[config.mk]
export PLATFORM = sky130hd
export DESIGN_NAME = http_response_chunked_decoder
export DESIGN_NICKNAME = d
export VERILOG_FILES = /design/src/hw/rtl/hrcd_pkg.sv /design/src/hw/rtl/http_response_chunked_decoder.sv
export VERILOG_INCLUDE_DIRS = /design/src /design/src/hw/rtl
export SDC_FILE = /design/constraint.sdc
export NUM_CORES = 1
export LEC_CHECK = 0
export ABC_CLOCK_PERIOD_IN_PS = 6200
export BUFFER_PORTS_ARGS = -buffer_cell sky130_fd_sc_hd__buf_2
export CORE_AREA = 2 2 167 169
export CTS_BUF_LIST = sky130_fd_sc_hd__clkbuf_8
export CTS_CLUSTER_DIAMETER = 30
export DETAILED_ROUTE_END_ITERATION = 7
export DIE_AREA = 0 0 169 171
export MAX_ROUTING_LAYER = met4
export PLACE_DENSITY = 0.82
export SETUP_SLACK_MARGIN = 0.2
export SLEW_MARGIN = 20
export SYNTH_ARGS = -nofsm -noshare
export SYNTH_HDL_FRONTEND = slang
export SYNTH_SLANG_ARGS = --single-unit
[constraint.sdc]
create_clock -name aclk -period 6.2 [get_ports aclk]
set_input_delay 0.62 -clock aclk [delete_from_list [all_inputs] [get_ports aclk]]
set_output_delay 0.62 -clock aclk [all_outputs]
set_load 0.005 [all_outputs]
[src/hw/rtl/http_response_chunked_decoder_macros.svh]
// ============================================================================
// HTTP response chunked decoder assertion macros
// Concurrent assertion helpers clocked on aclk and held off during reset.
// ============================================================================
`ifndef HTTP_RESPONSE_CHUNKED_DECODER_MACROS_SVH
`define HTTP_RESPONSE_CHUNKED_DECODER_MACROS_SVH

`ifndef ASSERT_OFF
// property that must hold at every clock edge out of reset
`define HRCD_ASSERT(label, prop) \
    label: assert property (@(posedge aclk) disable iff (!aresetn) (prop)) \
        else $error("assertion failed");
// condition that must never be true out of reset
`define HRCD_NEVER(label, cond) \
    label: assert property (@(posedge aclk) disable iff (!aresetn) !(cond)) \
        else $error("forbidden condition seen");
`else
`define HRCD_ASSERT(label, prop)
`define HRCD_NEVER(label, cond)
`endif

`endif

[src/hw/rtl/hrcd_pkg.sv]
// ============================================================================
// hrcd_pkg
// Types, character constants and lookup functions of the HTTP response
// chunked decoder.
// ============================================================================
package hrcd_pkg;

    // parser phases, one-hot
    typedef enum logic [6:0] {
        PH_HEADER  = 7'b0000001,
        PH_PLAIN   = 7'b0000010,
        PH_SIZE    = 7'b0000100,
        PH_DATA    = 7'b0001000,
        PH_TRAILER = 7'b0010000,
        PH_DONE    = 7'b0100000,
        PH_BAD     = 7'b1000000
    } phase_t;

    // closing status codes
    typedef enum logic [1:0] {
        ST_OK          = 2'd0,
        ST_NO_HDR_END  = 2'd1,
        ST_NOT_200     = 2'd2
    } status_t;

    // configuration register indexes
    localparam int CFG_IDX_W = 1;
    localparam logic [CFG_IDX_W-1:0] REG_BODY_LIMIT = 1'd0;
    localparam logic [CFG_IDX_W-1:0] REG_RAW_LIMIT  = 1'd1;

    localparam logic [23:0] BODY_LIMIT_RST = 24'd65535;
    localparam logic [24:0] RAW_LIMIT_RST  = 25'd80281;

    // characters
    localparam logic [7:0] CH_CR   = 8'h0D;
    localparam logic [7:0] CH_LF   = 8'h0A;
    localparam logic [7:0] CH_T    = 8'h54;
    localparam logic [7:0] CH_ZERO = 8'h30;

    localparam logic [3:0] STATUS_LEN     = 4'd12;
    localparam logic [3:0] STATUS_ALT_POS = 4'd7;   // the minor version digit
    localparam logic [4:0] PATTERN_LEN    = 5'd26;
    localparam logic [30:0] SIZE_MAX      = 31'h7FFF_FFFF;

    // result queue
    localparam int RES_DEPTH = 4;
    localparam int RES_PTR_W = 2;
    localparam int RES_CNT_W = 3;

    // one result item
    typedef struct packed {
        logic        was_chunked;
        logic [23:0] body_length;
        status_t     status_code;
        logic [7:0]  body_byte;
        logic        is_final;
    } result_t;

    // expected status line "HTTP/1.1 200"
    function automatic logic [7:0] status_char(input logic [3:0] idx);
        logic [7:0] ch;
        case (idx)
            4'd0:    ch = "H";
            4'd1:    ch = "T";
            4'd2:    ch = "T";
            4'd3:    ch = "P";
            4'd4:    ch = "/";
            4'd5:    ch = "1";
            4'd6:    ch = ".";
            4'd7:    ch = "1";
            4'd8:    ch = " ";
            4'd9:    ch = "2";
            4'd10:   ch = "0";
            4'd11:   ch = "0";
            default: ch = 8'h00;
        endcase
        return ch;
    endfunction

    // header text "Transfer-Encoding: chunked"
    function automatic logic [7:0] pattern_char(input logic [4:0] idx);
        logic [7:0] ch;
        case (idx)
            5'd0:    ch = "T";
            5'd1:    ch = "r";
            5'd2:    ch = "a";
            5'd3:    ch = "n";
            5'd4:    ch = "s";
            5'd5:    ch = "f";
            5'd6:    ch = "e";
            5'd7:    ch = "r";
            5'd8:    ch = "-";
            5'd9:    ch = "E";
            5'd10:   ch = "n";
            5'd11:   ch = "c";
            5'd12:   ch = "o";
            5'd13:   ch = "d";
            5'd14:   ch = "i";
            5'd15:   ch = "n";
            5'd16:   ch = "g";
            5'd17:   ch = ":";
            5'd18:   ch = " ";
            5'd19:   ch = "c";
            5'd20:   ch = "h";
            5'd21:   ch = "u";
            5'd22:   ch = "n";
            5'd23:   ch = "k";
            5'd24:   ch = "e";
            5'd25:   ch = "d";
            default: ch = 8'h00;
        endcase
        return ch;
    endfunction

    // hex digit decode: {is_hex, value}
    function automatic logic [4:0] hex_decode(input logic [7:0] c);
        logic [4:0] r;
        if (c >= "0" && c <= "9") begin
            r = {1'b1, 4'(c - 8'h30)};
        end else if (c >= "a" && c <= "f") begin
            r = {1'b1, 4'(c - 8'h57)};
        end else if (c >= "A" && c <= "F") begin
            r = {1'b1, 4'(c - 8'h37)};
        end else begin
            r = 5'd0;
        end
        return r;
    endfunction

endpackage

[src/hw/rtl/http_response_chunked_decoder.sv]
// ============================================================================
// http_response_chunked_decoder
// Byte-wide HTTP response parser that checks the status line, finds the end
// of the header and delivers the body, plain or chunk decoded.
// ============================================================================
// One raw byte is taken per cycle and parsed in the same cycle into a
// 4-entry result queue; results leave at one per cycle while m_tready is
// high. A byte marked with tlast adds a closing status result, so such a
// byte yields up to two results, and s_tready drops while fewer than two
// queue slots are free. Without output back-pressure the sustained rate is
// one byte per cycle, and each closing result needs an output slot of its own.
// Configuration writes are always accepted and apply to the following bytes.
module http_response_chunked_decoder (
    input  logic                          aclk,
    input  logic                          aresetn,
    // raw response bytes
    input  logic                          s_tvalid,
    output logic                          s_tready,
    input  logic [7:0]                    s_tdata,   // [7:0] in_byte
    input  logic                          s_tlast,   // in_last
    // decoded results
    output logic                          m_tvalid,
    input  logic                          m_tready,
    output logic [39:0]                   m_tdata,   // [7:0] body_byte,
                                                     // [9:8] status_code,
                                                     // [33:10] body_length,
                                                     // [34] was_chunked,
                                                     // [39:35] zero
    output logic                          m_tlast,   // is_final
    // configuration writes
    input  logic                          cfg_valid,
    output logic                          cfg_ready,
    input  logic [hrcd_pkg::CFG_IDX_W-1:0] cfg_index,
    input  logic [24:0]                   cfg_data
);
    import hrcd_pkg::*;

    // configuration registers
    logic [23:0] body_limit_reg;
    logic [24:0] raw_limit_reg;

    // parser state
    phase_t      phase_reg, phase_next;
    logic [1:0]  crlf_cnt_reg, crlf_cnt_next;
    logic [3:0]  status_idx_reg, status_idx_next;
    logic        status_bad_reg, status_bad_next;
    logic [4:0]  pat_idx_reg, pat_idx_next;
    logic        chunked_reg, chunked_next;
    logic [30:0] size_acc_reg, size_acc_next;
    logic        hex_stop_reg, hex_stop_next;
    logic        prev_cr_reg, prev_cr_next;
    logic [30:0] chunk_rem_reg, chunk_rem_next;
    logic [1:0]  trail_reg, trail_next;
    logic [24:0] raw_cnt_reg, raw_cnt_next;
    logic [23:0] deliv_cnt_reg, deliv_cnt_next;

    // result queue
    result_t              res_buf_reg [RES_DEPTH];
    logic [RES_PTR_W-1:0] wr_ptr_reg, rd_ptr_reg;
    logic [RES_CNT_W-1:0] res_cnt_reg;

    logic       s_fire, m_fire;
    logic       emit;
    logic [1:0] push_n;
    logic [4:0] hex_d;
    logic       crlf_want_hit;
    status_t    close_st;
    result_t    body_rec, final_rec, rec0, rec1;

    assign s_fire    = s_tvalid && s_tready;
    assign m_fire    = m_tvalid && m_tready;
    assign s_tready  = (res_cnt_reg <= RES_CNT_W'(RES_DEPTH - 2));
    assign cfg_ready = 1'b1;
    assign hex_d     = hex_decode(s_tdata);
    assign crlf_want_hit = (s_tdata == (crlf_cnt_reg[0] ? CH_LF : CH_CR));

    // per-byte parse and result building
    always_comb begin
        phase_next      = phase_reg;
        crlf_cnt_next   = crlf_cnt_reg;
        status_idx_next = status_idx_reg;
        status_bad_next = status_bad_reg;
        pat_idx_next    = pat_idx_reg;
        chunked_next    = chunked_reg;
        size_acc_next   = size_acc_reg;
        hex_stop_next   = hex_stop_reg;
        prev_cr_next    = prev_cr_reg;
        chunk_rem_next  = chunk_rem_reg;
        trail_next      = trail_reg;
        raw_cnt_next    = raw_cnt_reg;
        deliv_cnt_next  = deliv_cnt_reg;
        emit            = 1'b0;

        if (s_fire && (raw_cnt_reg < raw_limit_reg)) begin
            raw_cnt_next = raw_cnt_reg + 25'd1;
            case (phase_reg)
                PH_HEADER: begin
                    // status line check
                    if (status_idx_reg < STATUS_LEN) begin
                        if (!((s_tdata == status_char(status_idx_reg)) ||
                              (status_idx_reg == STATUS_ALT_POS && s_tdata == CH_ZERO))) begin
                            status_bad_next = 1'b1;
                        end
                        status_idx_next = status_idx_reg + 4'd1;
                    end
                    // transfer-encoding text search
                    if (!chunked_reg) begin
                        if (pat_idx_reg < PATTERN_LEN &&
                            s_tdata == pattern_char(pat_idx_reg)) begin
                            pat_idx_next = pat_idx_reg + 5'd1;
                            if (pat_idx_reg == PATTERN_LEN - 5'd1) begin
                                chunked_next = 1'b1;
                            end
                        end else begin
                            pat_idx_next = (s_tdata == CH_T) ? 5'd1 : 5'd0;
                        end
                    end
                    // header end search
                    if (crlf_want_hit) begin
                        if (crlf_cnt_reg == 2'd3) begin
                            crlf_cnt_next = 2'd0;
                            if (status_idx_next == STATUS_LEN && !status_bad_next) begin
                                phase_next = chunked_next ? PH_SIZE : PH_PLAIN;
                            end else begin
                                phase_next = PH_BAD;
                            end
                        end else begin
                            crlf_cnt_next = crlf_cnt_reg + 2'd1;
                        end
                    end else begin
                        crlf_cnt_next = (s_tdata == CH_CR) ? 2'd1 : 2'd0;
                    end
                end
                PH_PLAIN: begin
                    if (deliv_cnt_reg < body_limit_reg) begin
                        deliv_cnt_next = deliv_cnt_reg + 24'd1;
                        emit           = 1'b1;
                    end
                end
                PH_SIZE: begin
                    if (prev_cr_reg && s_tdata == CH_LF) begin
                        // end of size line
                        if (size_acc_reg == 31'd0) begin
                            phase_next = PH_DONE;
                        end else begin
                            chunk_rem_next = size_acc_reg;
                            phase_next     = PH_DATA;
                        end
                        size_acc_next = 31'd0;
                        hex_stop_next = 1'b0;
                        prev_cr_next  = 1'b0;
                    end else begin
                        prev_cr_next = (s_tdata == CH_CR);
                        if (!hex_stop_reg) begin
                            if (!hex_d[4]) begin
                                hex_stop_next = 1'b1;
                            end else if (|size_acc_reg[30:27]) begin
                                size_acc_next = SIZE_MAX;
                            end else begin
                                size_acc_next = {size_acc_reg[26:0], hex_d[3:0]};
                            end
                        end
                    end
                end
                PH_DATA: begin
                    if (deliv_cnt_reg < body_limit_reg) begin
                        deliv_cnt_next = deliv_cnt_reg + 24'd1;
                        emit           = 1'b1;
                    end
                    chunk_rem_next = chunk_rem_reg - 31'd1;
                    if (chunk_rem_reg == 31'd1) begin
                        trail_next = 2'd2;
                        phase_next = PH_TRAILER;
                    end
                end
                PH_TRAILER: begin
                    // the two bytes after chunk data are skipped unchecked
                    if (trail_reg != 2'd0) begin
                        trail_next = trail_reg - 2'd1;
                    end
                    if (trail_reg <= 2'd1) begin
                        phase_next = PH_SIZE;
                    end
                end
                default: begin
                end
            endcase
        end

        // body byte result
        body_rec.is_final    = 1'b0;
        body_rec.body_byte   = s_tdata;
        body_rec.status_code = ST_OK;
        body_rec.body_length = deliv_cnt_next;
        body_rec.was_chunked = chunked_next;

        // closing result
        if (phase_next == PH_HEADER) begin
            close_st = ST_NO_HDR_END;
        end else if (phase_next == PH_BAD) begin
            close_st = ST_NOT_200;
        end else begin
            close_st = ST_OK;
        end
        final_rec.is_final    = 1'b1;
        final_rec.body_byte   = 8'd0;
        final_rec.status_code = close_st;
        final_rec.body_length = deliv_cnt_next;
        final_rec.was_chunked = (close_st == ST_OK) && chunked_next;

        rec0   = emit ? body_rec : final_rec;
        rec1   = final_rec;
        push_n = 2'd0;
        if (s_fire) begin
            push_n = {1'b0, emit} + {1'b0, s_tlast};
        end

        // end of response restarts the parser
        if (s_fire && s_tlast) begin
            phase_next      = PH_HEADER;
            crlf_cnt_next   = 2'd0;
            status_idx_next = 4'd0;
            status_bad_next = 1'b0;
            pat_idx_next    = 5'd0;
            chunked_next    = 1'b0;
            size_acc_next   = 31'd0;
            hex_stop_next   = 1'b0;
            prev_cr_next    = 1'b0;
            chunk_rem_next  = 31'd0;
            trail_next      = 2'd0;
            raw_cnt_next    = 25'd0;
            deliv_cnt_next  = 24'd0;
        end
    end

    // control and configuration registers
    always_ff @(posedge aclk) begin
        if (!aresetn) begin
            body_limit_reg <= BODY_LIMIT_RST;
            raw_limit_reg  <= RAW_LIMIT_RST;
            phase_reg      <= PH_HEADER;
            crlf_cnt_reg   <= 2'd0;
            status_idx_reg <= 4'd0;
            status_bad_reg <= 1'b0;
            pat_idx_reg    <= 5'd0;
            chunked_reg    <= 1'b0;
            size_acc_reg   <= 31'd0;
            hex_stop_reg   <= 1'b0;
            prev_cr_reg    <= 1'b0;
            chunk_rem_reg  <= 31'd0;
            trail_reg      <= 2'd0;
            raw_cnt_reg    <= 25'd0;
            deliv_cnt_reg  <= 24'd0;
            wr_ptr_reg     <= '0;
            rd_ptr_reg     <= '0;
            res_cnt_reg    <= '0;
        end else begin
            if (cfg_valid && cfg_ready) begin
                if (cfg_index == REG_BODY_LIMIT) begin
                    body_limit_reg <= cfg_data[23:0];
                end else if (cfg_index == REG_RAW_LIMIT) begin
                    raw_limit_reg <= cfg_data;
                end
            end
            phase_reg      <= phase_next;
            crlf_cnt_reg   <= crlf_cnt_next;
            status_idx_reg <= status_idx_next;
            status_bad_reg <= status_bad_next;
            pat_idx_reg    <= pat_idx_next;
            chunked_reg    <= chunked_next;
            size_acc_reg   <= size_acc_next;
            hex_stop_reg   <= hex_stop_next;
            prev_cr_reg    <= prev_cr_next;
            chunk_rem_reg  <= chunk_rem_next;
            trail_reg      <= trail_next;
            raw_cnt_reg    <= raw_cnt_next;
            deliv_cnt_reg  <= deliv_cnt_next;
            wr_ptr_reg     <= wr_ptr_reg + RES_PTR_W'(push_n);
            rd_ptr_reg     <= rd_ptr_reg + RES_PTR_W'(m_fire);
            res_cnt_reg    <= res_cnt_reg + RES_CNT_W'(push_n) - RES_CNT_W'(m_fire);
        end
    end

    // result queue storage
    always_ff @(posedge aclk) begin
        if (push_n != 2'd0) begin
            res_buf_reg[wr_ptr_reg] <= rec0;
        end
        if (push_n == 2'd2) begin
            res_buf_reg[wr_ptr_reg + RES_PTR_W'(1)] <= rec1;
        end
    end

    // output side
    result_t head;
    assign head     = res_buf_reg[rd_ptr_reg];
    assign m_tvalid = (res_cnt_reg != '0);
    assign m_tlast  = head.is_final;
    assign m_tdata  = {5'd0, head.was_chunked, head.body_length,
                       head.status_code, head.body_byte};

    `include "http_response_chunked_decoder_macros.svh"

    // queue never holds more than its depth
    `HRCD_NEVER(a_res_overflow, res_cnt_reg > RES_CNT_W'(RES_DEPTH))
    // a byte marked last restarts the parser
    `HRCD_ASSERT(a_last_restarts, (s_fire && s_tlast) |=> (phase_reg == PH_HEADER && raw_cnt_reg == 25'd0 && deliv_cnt_reg == 24'd0))
    // status index stops at the length of the status text
    `HRCD_NEVER(a_status_idx_range, status_idx_reg > STATUS_LEN)
    // body output only after a good header
    `HRCD_ASSERT(a_body_after_header, (s_fire && emit) |-> (phase_reg == PH_PLAIN || phase_reg == PH_DATA))

endmodule
==> results by group, run 1 <==
Hold path
  – Hold path depth: 3
  – Hold endpoint: body_limit_reg[4]
  – Hold Path Origin: cfg_data[4]
  – Hold Crit Class: input pin to flop

GRT
  – Largest net degree at the start of global routing: 89
  – GRT met2 Usage: 50.3%
  – First-pass GRT wire length: 67600 um
  – Grt ovf: 0
  – Number of global-route vias before repair: 13600
  – Initial antenna violation count: 0
  – GRT Overall Usage: 29.9%
  – Met1 GRT Util: 35.3%
  – GRT Max-Usage Layer: met2
  – GR Layer Usage met3: 5.41%

Critical path
  – Register-to-register setup slack: 0.79 ns
  – Worst path arrival time: 5.42 ns
  – Worst-case reg-to-reg path depth: 14
  – Critical Path RT: 6.21 ns
  – CP Capture Type: flop
  – Critical path type: flop to flop
  – CP startpoint: raw_limit_reg[23]
  – Worst-path fanout max: 34
  – Startpoint Class: flop
  – Critical R2R Capture: res_buf_reg[2][18]
  – Worst R2R Start: raw_limit_reg[23]

Drt
  – Remaining antenna violation count: 0
  – Total vias in the final route: 13800
  – Wirelength per Cell: 18.2 um
  – Detailed Routing Iterations Pass 1: 6
  – Mean number of vias per cell: 6.07
  – DRC: 0
  – Initial DRC Count: 1221
  – DRT Wirelength: 41400 um

Timing
  – Tmin final: 5.41 ns
  – F_max: 0.185 GHz
  – Worst clock skew: 0.0400 ns
  – Final Max Slew Viols: 0
  – Final setup viols: 0
  – Worst rel slew slack: 28.5%
  – Final hold vios: 0
  – Final setup TNS: 0 ns
  – Worst Tran Pin Value: 1.06 ns
  – Final setup margin: 0.792 ns
  – Final Cycle Share: 87.2%
  – RSZ-0062 raised after global routing: false

Pwr
  – LEAKAGE: 7.48 nW
  – Peak VDD IR: 0.000207 V
  – Final Power: 5.96 mW
  – Power per cell area: 308 nW/um^2

Layout
  – Finished Layout Cells: 2275
  – Antenna Cells: 0
  – Synth-to-layout area growth: 13.1%
  – Nets: 1993
  – Max reg flops: 144
  – Design area: 19300 um^2
  – Layout cells sized above 1: 15.1%

Clock network
  – Post_cts resized: 0
  – H-tree levels: 3
  – Maximum clock insertion buffer count: 3
  – # Post-CTS Setup Buffers: 0
  – Hold_buf cts: 0
  – Clk_lat worst skew: 0.60 ns
  – CTS sink count: 349
  – Num CTS Buffers: 71
  – Root Driver: clkbuf_8
  – CTS tree: built
  – Reg clk slew, reported paths: 0.06 ns

Logic synthesis
  – Sequential share of the synthesized area: 47.2%
  – Synth top cells by count: nor2_1, dfxtp_1, nand2_1
  – Gate count after technology mapping: 1808
  – Netlist cell types: 83
  – Synth Warn #: 0
  – Synth Flop Type: dfxtp_1
  – Post-synth ARST share: 0%
  – Area leader, netlist: dfxtp_1
  – Flops & latches, synth: 349
  – Synth top area share: 28.2%
  – Synthesized area per cell: 9.46 um^2
  – Top-count cell post-synth: nor2_1
  – Mapped Area: 17100 um^2
  – Most area-consuming cells after synthesis: dfxtp_1, edfxtp_1, nor2_1, ha_1, mux4_2
  – Number of synthesized flops with an enable pin: 108

Placement
  – Placed Cells: 2145
  – Port bufs: 77
  – DP Area: 17600 um^2
  – Hpwl dp: 27100 um
  – Pre-CTS WS: 1.30 ns
  – GP Congestion: 0.880

Die
  – # rows: 61
  – Initial Util: 62.6%
  – Die Y: 171 um
  – Core Area: 27300 um^2
  – Num ports: 84
  – Die Area: 28900 um^2
  – Die W: 169 um

Run
  – Max-cap violations: 0

Outcome
  – Status: finished, final reports clean
## layout make-up
cell class                 count  area, um^2
clock buffer                  90        1240
sequential                   349        8070
fill                        1922        7980
inverter                      88         333
timing repair buffer          93         509
multi-input combinational   1270        8300
clock inverter                39         462
tap                          346         433
## through the flow
stage | util (%) | hold slack, ns
2_1_floorplan | - | 0.422
3_5_place_dp | 64.5 | 0.433
5_1_grt | 70.8 | 0.272
6_report | 70.8 | 0.275
3_3_place_gp | 64.5 | 0.430
4_1_cts | 70.7 | 0.259
## report_power, final
group	switching [mW]	total, mW	internal, mW	leakage (nW)
clock network	1.06	2.77	1.71	0.865
logic	0.370	0.674	0.303	3.66
registers	0.0834	2.51	2.43	2.95
## layout by cell type, fill, tap and decap left out, types with 48 or more instances in the layout
master    synthesis  routed
buf_2             6      77
a21oi_1          60      59
nand2_1         212     211
inv_1            85      89
xor2_1           48      48
edfxtp_1        108     108
o21ai_0          87      87
dfxtp_1         241     239
nor2_1          281     281
ha_1             79      79
clkbuf_8          0      90
## worst max-delay path by stage
stage                    endpoint  slack (ns)  cells after the start
2_1_floorplan  res_buf_reg[1][10]        1.65                     16
4_1_cts        res_buf_reg[2][18]        1.17                     14
5_1_grt        res_buf_reg[2][18]        0.39                     14
6_report       res_buf_reg[2][18]        0.79                     14
3_3_place_gp   res_buf_reg[2][12]        1.50                     14
3_5_place_dp   res_buf_reg[2][35]        1.30                     14
## routing by layer
layer  wire, um  up-vias
li1           -     6525
met1      16800     6657
met2      20300      506
met3       2650      128
met4       1610        0
met5          0        -
## cells by family after synthesis
group / Yosys count / synth area share, %
buf+inv: 193 / 4.47
other cells: 2 / 0.0439
xor+xnor: 74 / 3.79
flops: 349 / 47.2
mux: 46 / 5.39
fa+ha+maj: 80 / 5.90
simple gates: 707 / 18.8
compound gates: 357 / 14.4
## worst max-delay path, cell delays in order, from the launching register on
cell       delay [ns]
dfxtp_1          0.33
inv_1            0.05
ha_1             0.32
nand4_1          0.12
nor4_1           0.54
o2111ai_1        0.36
o21a_1           0.33
o2111ai_1        0.20
a211oi_2         0.06
buf_4            0.22
ha_1             0.40
o21ai_0          0.12
o21ai_0          0.10
or2_2            0.61
clkinv_1         1.04
Power figures use the tool's default switching activity.
==> run 2, diff against run 1 <==
--- a/config.mk
+++ b/config.mk
@@ -6,16 +6,17 @@
 export SDC_FILE = /design/constraint.sdc
 export NUM_CORES = 1
 export LEC_CHECK = 0
+export ABC_AREA = 1
 export ABC_CLOCK_PERIOD_IN_PS = 6200
 export BUFFER_PORTS_ARGS = -buffer_cell sky130_fd_sc_hd__buf_2
-export CORE_AREA = 2 2 167 169
+export CORE_AREA = 2 2 172 174
 export CTS_BUF_LIST = sky130_fd_sc_hd__clkbuf_8
 export CTS_CLUSTER_DIAMETER = 30
 export DETAILED_ROUTE_END_ITERATION = 7
-export DIE_AREA = 0 0 169 171
+export DIE_AREA = 0 0 174 176
 export MAX_ROUTING_LAYER = met4
 export PLACE_DENSITY = 0.82
-export SETUP_SLACK_MARGIN = 0.2
+export SETUP_SLACK_MARGIN = 0.02
 export SLEW_MARGIN = 20
 export SYNTH_ARGS = -nofsm -noshare
 export SYNTH_HDL_FRONTEND = slang
==> results by group, run 2 <==
Die
  – Die Y: 176 um
  – # rows: 62
  – Num ports: 84
  – Initial Util: 63.6%
  – Die Area: 30600 um^2
  – Die W: 174 um
  – Core Area: 28500 um^2

Logic synthesis
  – Area leader, netlist: dfxtp_1
  – Top-count cell post-synth: nand2_1
  – Most area-consuming cells after synthesis: dfxtp_1, edfxtp_1, nand2_1, nor2_1, inv_1
  – Number of synthesized flops with an enable pin: 108
  – Synth Warn #: 0
  – Synth top area share: 26.6%
  – Netlist cell types: 55
  – Synth top cells by count: nand2_1, nor2_1, inv_1
  – Post-synth ARST share: 0%
  – Sequential share of the synthesized area: 44.4%
  – Mapped Area: 18200 um^2
  – Synthesized area per cell: 7.67 um^2
  – Flops & latches, synth: 349
  – Synth Flop Type: dfxtp_1
  – Gate count after technology mapping: 2368

Timing
  – Worst clock skew: 0.0243 ns
  – Worst Tran Pin Value: 0.983 ns
  – Final setup viols: 0
  – Final Cycle Share: 71.6%
  – Final hold vios: 0
  – F_max: 0.225 GHz
  – Final Max Slew Viols: 0
  – RSZ-0062 raised after global routing: false
  – Tmin final: 4.44 ns
  – Final setup TNS: 0 ns
  – Final setup margin: 1.76 ns
  – Worst rel slew slack: 34.0%

GRT
  – First-pass GRT wire length: 77800 um
  – Number of global-route vias before repair: 16300
  – Grt ovf: 0
  – Initial antenna violation count: 1
  – Largest net degree at the start of global routing: 74
  – GRT Overall Usage: 32.0%

Placement
  – Port bufs: 77
  – Hpwl dp: 31800 um
  – Pre-CTS WS: 1.91 ns
  – GP Congestion: 0.929

Outcome
  – Status: finished, final reports clean

Critical path
  – Delay-heaviest family, CP: simple AND/OR/NAND/NOR gates
  – Max incr delay on CP: 0.60 ns
  – CP Buf/Inv Count: 6
  – Worst-path fanout max: 33
  – Crit-path cells: inv_1 > ha_1 > nand2_1 > nand2_1 > nand2_1 > nand3_1 > nor2_2 > nand3_2 > nor2_4 > inv_2 > nor2_8 > ha_1 > inv_1 > nor2_1 > nor2_1 > nor3_1 > inv_1 > nand2_1 > buf_4 > inv_2 > nor2_1
  – CP Capture Type: flop
  – Critical path type: flop to flop
  – Worst path arrival time: 4.77 ns
  – CP max stage cell: inv_2
  – Crit path top cell by count: nand2_1
  – Critical Path RT: 6.53 ns
  – Startpoint Class: flop

Drt
  – DRC: 0
  – Detailed Routing Iterations Pass 1: 5
  – Remaining antenna violation count: 0
  – DRT Wirelength: 47100 um
  – Mean number of vias per cell: 5.67
  – Initial DRC Count: 1352
  – Wirelength per Cell: 16.3 um
  – Total vias in the final route: 16400

Clock network
  – # Post-CTS Setup Buffers: 0
  – Num CTS Buffers: 77
  – Clk_lat worst skew: 0.62 ns
  – Hold_buf cts: 0
  – Post_cts resized: 0
  – Root Driver: clkbuf_8
  – CTS tree: built
  – H-tree levels: 3
  – Maximum clock insertion buffer count: 3
  – CTS sink count: 349
  – Reg clk slew, reported paths: 0.06 ns

Layout
  – Commonest non-fill, non-tap cell in the layout: nand2_1
  – Commonest non-fill, non-tap cells in the layout: nand2_1, nor2_1, inv_1
  – Layout cells sized above 1: 11.9%
  – Synth-to-layout area growth: 13.0%
  – Nets: 2563
  – Max reg flops: 144

Pwr
  – LEAKAGE: 8.49 nW
  – Peak VDD IR: 0.000219 V
  – Power per cell area: 328 nW/um^2
  – Final Power: 6.73 mW

Hold path
  – Hold Crit Class: input pin to flop

Run
  – Max-cap violations: 0
==> run 2: cell types whose count changed after synthesis, moves of 21 or more <==
| cell | previous run | this run |
|---|---|---|
| a21boi_0 | 24 | 2 |
| a21oi_1 | 60 | 135 |
| a22o_1 | 35 | 0 |
| and3_1 | 25 | 0 |
| clkbuf_1 | 89 | 52 |
| inv_1 | 85 | 268 |
| mux4_2 | 36 | 0 |
| nand2_1 | 212 | 422 |
| nand3_1 | 43 | 92 |
| nor2_1 | 281 | 363 |
| o21ai_0 | 87 | 186 |
| o22ai_1 | 7 | 71 |
| xor2_1 | 48 | 27 |
==> run 2: layout make-up <==
type	count	area, um^2
multi-input combinational	1639	8590
sequential	349	8070
fill	2231	8020
clock buffer	88	1210
inverter	285	1070
clock inverter	55	614
timing repair buffer	91	490
tap	384	480
antenna	1	2.50
==> run 2: per-stage QoR <==
stage          std cells  hold WS, ns  instance area [um^2]  util (%)
4_1_cts             2891        0.223                 20500      71.9
2_1_floorplan       2372        0.422                 18200         -
6_report            2892        0.240                 20500      71.9
5_1_grt             2892        0.235                 20500      71.9
3_3_place_gp        2748        0.435                 18700      65.5
3_5_place_dp        2748        0.442                 18700      65.5
==> run 2: layer usage <==
layer,wire [um],GRT usage [%],up-vias
met5,0,-,-
li1,-,-,8024
met1,18900,36.7,7548
met3,3240,5.68,161
met4,2150,16.0,0
met2,22800,54.2,676
==> run 2: report_power, final <==
part | switching [mW] | total, mW | internal, mW
clock | 1.16 | 2.93 | 1.77
combinational | 0.853 | 1.27 | 0.417
sequential | 0.0646 | 2.54 | 2.47
==> run 2: kinds of logic (layout without fill, tap and decap cells) <==
logic type      count (synthesis)  count (layout)  synth area share (%)
compound gates                482             482                  14.8
simple gates                 1016            1016                  24.0
other cells                     2               7                0.0413
flops                         349             349                  44.4
xor+xnor                       55              55                  2.65
buf+inv                       384             519                  8.47
fa+ha+maj                      80              80                  5.55
==> run 2: path summary, 6_finish.rpt <==
path,slack (ns),cells after the start,startpoint,end
worst max-delay path,1.76,21,raw_limit_reg[22],res_buf_reg[3][21]
worst max register to register,1.76,21,raw_limit_reg[22],res_buf_reg[3][21]
worst min register to register,0.45,2,res_buf_reg[0][0],res_buf_reg[0][0]
worst min-delay path,0.24,3,cfg_data[1],body_limit_reg[1]
==> run 2: tightest hold or removal path, stage by stage <==
cell and delay (ns):
buf_2 0.09, nand2_1 0.05, o211ai_1 0.06
==> run 3, diff against run 2 <==
--- a/config.mk
+++ b/config.mk
@@ -7,7 +7,7 @@
 export NUM_CORES = 1
 export LEC_CHECK = 0
 export ABC_AREA = 1
-export ABC_CLOCK_PERIOD_IN_PS = 6200
+export ABC_CLOCK_PERIOD_IN_PS = 4200
 export BUFFER_PORTS_ARGS = -buffer_cell sky130_fd_sc_hd__buf_2
 export CORE_AREA = 2 2 172 174
 export CTS_BUF_LIST = sky130_fd_sc_hd__clkbuf_8
==> constraint.sdc (replaced) <==
create_clock -name aclk -period 4.2 [get_ports aclk]
set_input_delay 0.42 -clock aclk [delete_from_list [all_inputs] [get_ports aclk]]
set_output_delay 0.42 -clock aclk [all_outputs]
set_load 0.005 [all_outputs]
==> results by group, run 3 (same netlist as run 2, synthesis figures left out) <==
Layout
  – Layout cells sized above 1: 12.2%
  – Max reg flops: 144
  – Fillers: 2257
  – Commonest non-fill, non-tap cell in the layout: nand2_1
  – Design area: 20600 um^2
  – Synth-to-layout area growth: 13.5%
  – Register area: 8070 um^2
  – Area of the multi-input gates: 8580 um^2
  – Nets: 2577
  – Commonest non-fill, non-tap cells in the layout: nand2_1, nor2_1, inv_1

Drt
  – Wirelength per Cell: 16.2 um
  – Mean number of vias per cell: 5.65
  – Initial DRC Count: 1374
  – DRT Wirelength: 47000 um
  – Remaining antenna violation count: 0
  – DRC: 0
  – Detailed Routing Iterations Pass 1: 5
  – Total vias in the final route: 16400

Clock network
  – Post_cts resized: 0
  – CTS sink count: 349
  – H-tree levels: 3
  – Clk_lat worst skew: 0.62 ns
  – Root Driver: clkbuf_8
  – Reg clk slew, reported paths: 0.07 ns
  – Maximum clock insertion buffer count: 3
  – CTS tree: built
  – Num CTS Buffers: 78
  – # Post-CTS Setup Buffers: 0
  – Hold_buf cts: 0

GRT
  – Number of global-route vias before repair: 16000
  – Largest net degree at the start of global routing: 74
  – First-pass GRT wire length: 76800 um
  – GRT Overall Usage: 31.6%
  – Initial antenna violation count: 1
  – Grt ovf: 0

Timing
  – RSZ-0062 raised after global routing: false
  – Tmin final: 3.89 ns
  – F_max: 0.257 GHz
  – Final Cycle Share: 92.5%
  – Final Max Slew Viols: 0
  – Worst rel slew slack: 27.3%
  – Final setup TNS: 0 ns
  – Final setup viols: 0
  – Worst clock skew: 0.0500 ns
  – Worst Tran Pin Value: 1.09 ns
  – Final hold vios: 0

Critical path
  – Critical Path RT: 4.54 ns
  – Max incr delay on CP: 0.55 ns
  – Worst R2R Start: deliv_cnt_reg[17]
  – CP max stage cell: inv_2
  – Startpoint Class: flop
  – Worst path arrival time: 4.22 ns
  – Critical path type: flop to flop
  – CP Capture Type: flop
  – Critical R2R Capture: res_buf_reg[0][35]
  – Register-to-register setup slack: 0.31 ns
  – Worst-case reg-to-reg path depth: 19
  – Worst-path fanout max: 33
  – Crit-path cells: ha_1 > nand2_1 > inv_1 > o21ai_0 > nand2_1 > a21oi_1 > o21a_1 > nand2_2 > nor2_8 > ha_1 > inv_1 > nor2_1 > nor2_1 > nor3_1 > inv_1 > buf_4 > nand2_1 > inv_2 > nor2_1

Die
  – Num ports: 84
  – # rows: 62
  – Initial Util: 63.6%
  – Die Area: 30600 um^2
  – Die W: 174 um
  – Die Y: 176 um
  – Core Area: 28500 um^2

Hold path
  – Hold endpoint: body_limit_reg[5]
  – Hold Path Origin: cfg_data[5]
  – Hold path depth: 3
  – Hold Crit Class: input pin to flop

Placement
  – Hpwl dp: 31600 um
  – DP Area: 18800 um^2
  – Port bufs: 77
  – GP Congestion: 0.910

Pwr
  – Peak VDD IR: 0.000330 V
  – LEAKAGE: 8.58 nW
  – Final Power: 10.0 mW
  – Power per cell area: 485 nW/um^2

Run
  – Max-cap violations: 0

Outcome
  – Status: finished, final reports clean
[run 3: changes by cell type in the layout (fill, tap and decap cells not counted), moves of 2 or more]
cell and change:
inv_1 +3, buf_4 +12, inv_12 +3, clkinvlp_4 -5, clkinv_2 +5, clkbuf_8 -2, inv_6 -2
[run 3: metrics by stage]
stage	instances	util, %	setup WS [ns]	hold WS [ns]
after floorplan	2372	-	0.369	0.422
after global placement	2761	65.8	0.564	0.435
after detailed placement	2761	65.8	0.412	0.441
after CTS	2904	72.2	0.320	0.0143
after global routing	2905	72.2	0.0332	0.0424
final	2905	72.2	0.314	0.0423
[run 3: report_power, final]
| group | leakage, nW | internal [mW] | total, mW | switching [mW] |
|---|---|---|---|---|
| Sequential | 2.97 | 3.65 | 3.75 | 0.0973 |
| Combinational | 4.65 | 0.632 | 1.88 | 1.25 |
| Clock | 0.948 | 2.64 | 4.36 | 1.73 |
[run 3: worst max-delay path by stage]
stage                      start            endpoint  slack, ns  depth (start not counted)
2_1_floorplan   raw_limit_reg[8]  res_buf_reg[0][18]       0.37                         21
3_3_place_gp     raw_cnt_reg[16]  res_buf_reg[2][10]       0.56                         21
3_5_place_dp   deliv_cnt_reg[17]  res_buf_reg[0][35]       0.41                         19
4_1_cts        deliv_cnt_reg[17]   res_buf_reg[0][9]       0.32                         21
5_1_grt           raw_cnt_reg[8]   res_buf_reg[0][9]       0.03                         21
6_report       deliv_cnt_reg[17]  res_buf_reg[0][35]       0.31                         19
[run 3: final cells by class]
class / instances / area share [%]
tap: 384 / 2.33
multi-input combinational: 1639 / 41.6
antenna: 1 / 0.0121
clock buffer: 86 / 5.74
timing repair buffer: 104 / 2.87
clock inverter: 57 / 3.12
sequential: 349 / 39.1
inverter: 285 / 5.19
[run 3: layer usage]
layer,vias to the layer above,global-route usage (%),wire [um]
met5,-,-,0
met4,0,15.5,1880
met3,150,4.11,3030
met2,651,53.0,22800
met1,7554,37.9,19200
li1,8061,-,-
[run 3: critical path: cells and delay by family, from the launching register on]
kind | cells | cell delay (ns)
AO/OA/AOI/OAI | 3 | 0.53
adder cells (fa/ha/maj) | 2 | 0.54
buffers and inverters | 5 | 0.93
flip-flops | 1 | 0.49
AND/OR/NAND/NOR | 9 | 1.11
